**src/hw/rtl/cartesian_to_spherical_assert.svh**
```systemverilog
// Assertion macros for the cartesian to spherical converter.
// Taken in by the RTL files that check their own logic; no other dependencies.
`ifndef CARTESIAN_TO_SPHERICAL_ASSERT_SVH
`define CARTESIAN_TO_SPHERICAL_ASSERT_SVH

`ifndef SYNTH
// Check a property on every rising edge, off while reset is asserted
`define C2S_CHECK(lbl, clk, rst_n, prop) \
	lbl: assert property (@(posedge clk) disable iff (!rst_n) prop) \
	else $error("c2s check failed");
// Check a condition whenever a qualifying valid is high
`define C2S_CHECK_VLD(lbl, clk, rst_n, vld, cond) \
	`C2S_CHECK(lbl, clk, rst_n, (vld) |-> (cond))
`else
`define C2S_CHECK(lbl, clk, rst_n, prop)
`define C2S_CHECK_VLD(lbl, clk, rst_n, vld, cond)
`endif

`endif

```
**src/hw/rtl/c2s_isqrt.sv**
```systemverilog
// Pipelined integer square root, rounded to nearest with ties upward.
// One result bit per stage plus a rounding stage; uses no package items.
`default_nettype none

module c2s_isqrt #(
	parameter int IN_W = 48
) (
	input  wire logic              clk,
	input  wire logic              en,
	input  wire logic [IN_W-1:0]   rad,
	output logic      [IN_W/2:0]   root
);

	localparam int K    = IN_W / 2;
	localparam int RT_W = K + 1;

	logic [IN_W-1:0] op_s  [0:K];
	logic [IN_W-1:0] res_s [0:K];

	assign op_s[0]  = rad;
	assign res_s[0] = '0;

	// One restoring step per stage, trial bit walking down by powers of four
	for (genvar k = 0; k < K; k++) begin : g_step
		localparam logic [IN_W-1:0] BIT = IN_W'(1) << (2 * (K - 1 - k));
		logic [IN_W-1:0] trial;

		assign trial = res_s[k] + BIT;

		always_ff @(posedge clk) begin
			if (en) begin
				if (op_s[k] >= trial) begin
					op_s[k+1]  <= op_s[k] - trial;
					res_s[k+1] <= (res_s[k] >> 1) + BIT;
				end else begin
					op_s[k+1]  <= op_s[k];
					res_s[k+1] <= res_s[k] >> 1;
				end
			end
		end
	end

	// Round up when the remainder exceeds the root
	always_ff @(posedge clk) begin
		if (en) begin
			if (op_s[K] > res_s[K])
				root <= res_s[K][RT_W-1:0] + RT_W'(1);
			else
				root <= res_s[K][RT_W-1:0];
		end
	end

endmodule

`default_nettype wire

```
**config.mk**
```make
export PLATFORM = sky130hd
export DESIGN_NAME = c2s_isqrt
export DESIGN_NICKNAME = d
export VERILOG_FILES = /design/src/hw/rtl/cartesian_to_spherical_assert.svh /design/src/hw/rtl/c2s_isqrt.sv
export SDC_FILE = /design/constraint.sdc
export NUM_CORES = 2
export LEC_CHECK = 0
export BUFFER_PORTS_ARGS = -buffer_cell sky130_fd_sc_hd__buf_2
export CAP_MARGIN = 40
export CORE_MARGIN = 4
export CORE_UTILIZATION = 55
export CTS_BUF_LIST = sky130_fd_sc_hd__clkbuf_16
export CTS_CLUSTER_SIZE = 10
export DETAILED_ROUTE_END_ITERATION = 8
export GPL_TIMING_DRIVEN = 0
export PLACE_DENSITY = 0.73
export SLEW_MARGIN = 20
export SYNTH_ARGS = -nofsm -noshare
export SYNTH_HDL_FRONTEND = slang
export SYNTH_SLANG_ARGS = --single-unit
```
**constraint.sdc**
```tcl
create_clock -name clk -period 3.33 [get_ports clk]
set_input_delay 0.333 -clock clk [delete_from_list [all_inputs] [get_ports clk]]
set_output_delay 0.333 -clock clk [all_outputs]
set_load 0.02 [all_outputs]
```
==> flow_metrics.py <==
metrics = {
    "worst_setup_path": {
        "endpoint_kind": "flip-flop",
        "r2r_slack_ns": -0.11,
        "cp.arrival_ns": 3.95,
        "r2r_end": "op_s[140]",
        "cp.depth": 11,
        "crit_slowest_cell": "or4_4",
        "path_buf_inv": 2,
        "critical_path.cell_chain": "ha_4 > nand4b_1 > or4_4 > or4_4 > nand4b_1 > buf_6 > a211oi_4 > buf_4 > nor3_4 > nand3b_1 > xnor2_1",
        "start_kind": "flip-flop",
        "critPathLaunch": "op_s[169]",
        "worstReg2RegStart": "op_s[169]",
        "worst-setup-path-type": "reg -> reg",
        "crit_family": "simple AND/OR/NAND/NOR gates",
        "crit_required_ns": 3.84,
        "worstPathMaxFanout": 6,
        "endpoint": "op_s[140]",
        "rr_worst_depth": 11,
        "slowest_delay_ns": 0.60,
    },
    "global_routing": {
        "grt_pass1_wl_um": 253000,
        "track_usage_pct": 23.3,
        "grt_pass1_vias": 46800,
        "grtUsageMet1_pct": 30.6,
        "grt_max_degree": 158,
        "grtUsageMet2_pct": 40.3,
        "antenna_found_initial": 3,
        "grt_overflow": 0,
        "busiest_layer": "met2",
        "use_met3_pct": 3.24,
    },
    "routing": {
        "final_antenna_net_count": 0,
        "vias": 47500,
        "detail_route.wirelength_um": 161000,
        "viasPerCell": 5.96,
        "wl_per_cell_um": 20.3,
        "drcViolationCount": 0,
        "drtIter0Drc": 4078,
        "first_pass_iters": 6,
    },
    "synth": {
        "ys_ff_latch": 1477,
        "avgSynthCellArea_sq_um": 12.4,
        "synthFlopType": "edfxtp_1",
        "syn-num-nets": 6216,
        "mappedNetlistArea_sq_mm": 0.0720,
        "synth_edf_count": 1477,
        "synthCells": 5817,
        "ys.warnings.count": 0,
        "synthArstFlopShare_pct": 0,
        "yosysSeqAreaShare_pct": 61.6,
        "ys_types": 80,
    },
    "die": {
        "die_w_um": 370,
        "core_sq_mm": 0.130,
        "pin_count": 75,
        "initial_core_util_pct": 55.4,
        "die-area_sq_mm": 0.137,
        "die-height_um": 370,
        "rows": 132,
    },
    "timing": {
        "whs_ns": 0.0664,
        "max_slew_margin_pct": 46.4,
        "setup_ws_ns": -0.110,
        "fin_crit_sh_pct": 103,
        "finalMaxSlewViolations": 0,
        "fin_crit_ns": 3.44,
        "skew_ns": 0.0789,
        "grt_setup_unrepaired": "true",
        "hold_violations": 0,
        "finalSetupViolations": 14,
        "fmax_mhz": 291,
        "worst_pin_slew_ns": 0.803,
    },
    "cts": {
        "clockBufferDepth": 3,
        "cts.clk_slew.worst_paths_ns": 0.06,
        "root_buffer": "clkbuf_16",
        "htreeDepth": 4,
        "cts_tree": "built",
        "insertion_delay_ns": 0.80,
        "numClockSinks": 1477,
        "cts_buffers": 171,
    },
    "placed_design": {
        "place_hpwl_um": 116000,
        "place_congestion": 0.912,
        "placed_cell_area_sq_mm": 0.0749,
        "dp_slack_ns": -1.50,
        "numPortBuffers": 74,
    },
    "run_status": {
        "status": "complete, but fails checks",
        "violations": "setup timing",
    },
    "finish": {
        "fin_util_pct": 63.4,
        "layout.area.seq_sq_mm": 0.0444,
        "fillCellCount": 9662,
        "layout.nets": 6583,
        "antenna_cells": 0,
        "layout-drive-gt1-share_pct": 10.9,
        "design_area_sq_mm": 0.0823,
        "area_delta_synth_final_pct": 14.4,
        "multi_input_area_sq_mm": 0.0269,
    },
    "hold_path": {
        "min_path_cells": 1,
        "worst_hold_path_type": "in -> reg",
    },
    "pwr": {
        "peakVddDrop_mv": 0.560,
        "p_leak_nw": 31.0,
        "powerDensity_mw_per_mm2": 645,
    },
    "job": {
        "maxCapViolations": 0,
    },
}
how the worst min path moves through the flow:
stage,from,to
after floorplan,op_s[192],op_s[144]
after global placement,op_s[480],op_s[432]
after detailed placement,op_s[676],op_s[628]
after CTS,en,op_s[566]
after global routing,en,op_s[566]
final,en,op_s[566]
state kept, by name (all words and copies together), names as in the netlist:
name   flops
op_s    1152
res_s    300
root      25
synth_stat cells, drive strengths merged, types with 36 or more instances:
cell type	instances	area share, %
a21o	125	1.3
a21oi	331	2.3
clkbuf	110	0.57
edfxtp	1477	62
ha	349	6.1
inv	431	2.2
mux2	44	0.69
nand2	372	1.9
nand2b	66	0.57
nand3	100	0.70
nand4	108	0.94
nor2	380	2.0
nor2b	42	0.37
nor3	184	1.3
nor4	217	1.9
o21a	69	0.72
o21ai	286	2.0
o31ai	36	0.38
or3	55	0.48
or4	50	0.52
xnor2	278	3.4
xor2	260	3.2
routing by layer:
| layer | part of all wire (%) | vias up |
|---|---|---|
| li1 | - | 22500 |
| met1 | 42 | 23300 |
| met2 | 50 | 1403 |
| met3 | 5.2 | 329 |
| met4 | 2.7 | 2 |
| met5 | 0.0081 | - |
layout make-up:
cell class	instances	area share [%]
buffer	96	0.658
multi-input combinational	3781	32.7
timing repair buffer	226	2.25
inverter	431	1.97
sequential	1477	53.9
clock inverter	47	0.722
tap	1742	2.65
clock buffer	171	5.20
placed cells by master (no fill, tap or decap), types with 108 or more instances in the layout:
cell,synthesis,final
inv_1,431,444
a21o_1,125,125
edfxtp_1,1477,1477
nor2_1,380,373
o21ai_0,284,274
nand2_1,372,370
nor3_1,184,168
xnor2_1,278,277
xor2_1,260,259
nand4_1,108,108
ha_1,349,323
clkbuf_16,0,171
nor4_1,215,176
a21oi_1,331,319
where the power goes:
| part | internal (mW) | leakage, nW | switching [mW] |
|---|---|---|---|
| clock network | 9.44 | 2.42 | 7.14 |
| registers | 23.6 | 14.2 | 1.82 |
| logic | 4.75 | 14.4 | 6.40 |
| total | 37.8 | 31.0 | 15.4 |
metrics by stage:
step / power [mW] / TNS (ns) / instances
floorplan: 32.4 / 0 / 5817
global placement: 36.2 / - / 7633
detailed placement: 35.7 / -194.97 / 7651
CTS: 52.8 / -0.111 / 7942
global route: 55.7 / -4.49 / 7971
finish: 53.1 / -0.799 / 7971
logic make-up after synthesis:
logic type | after synthesis | share of synthesized area (%)
compound gates | 1090 | 9.43
simple gates | 1755 | 12.6
mux | 49 | 0.758
buf+inv | 559 | 2.92
flops | 1477 | 61.6
xor+xnor | 538 | 6.55
fa+ha+maj | 349 | 6.07
repair_timing:
action                     in CTS  in global routing
pin swaps                      29                 50
gates cloned                    1                  0
hold buffers                   48                  0
gates resized for setup       178                178
hold endpoints to repair       48                  0
buffers inserted               39                 46
setup endpoints to repair     425                389
Power figures use the tool's default switching activity.
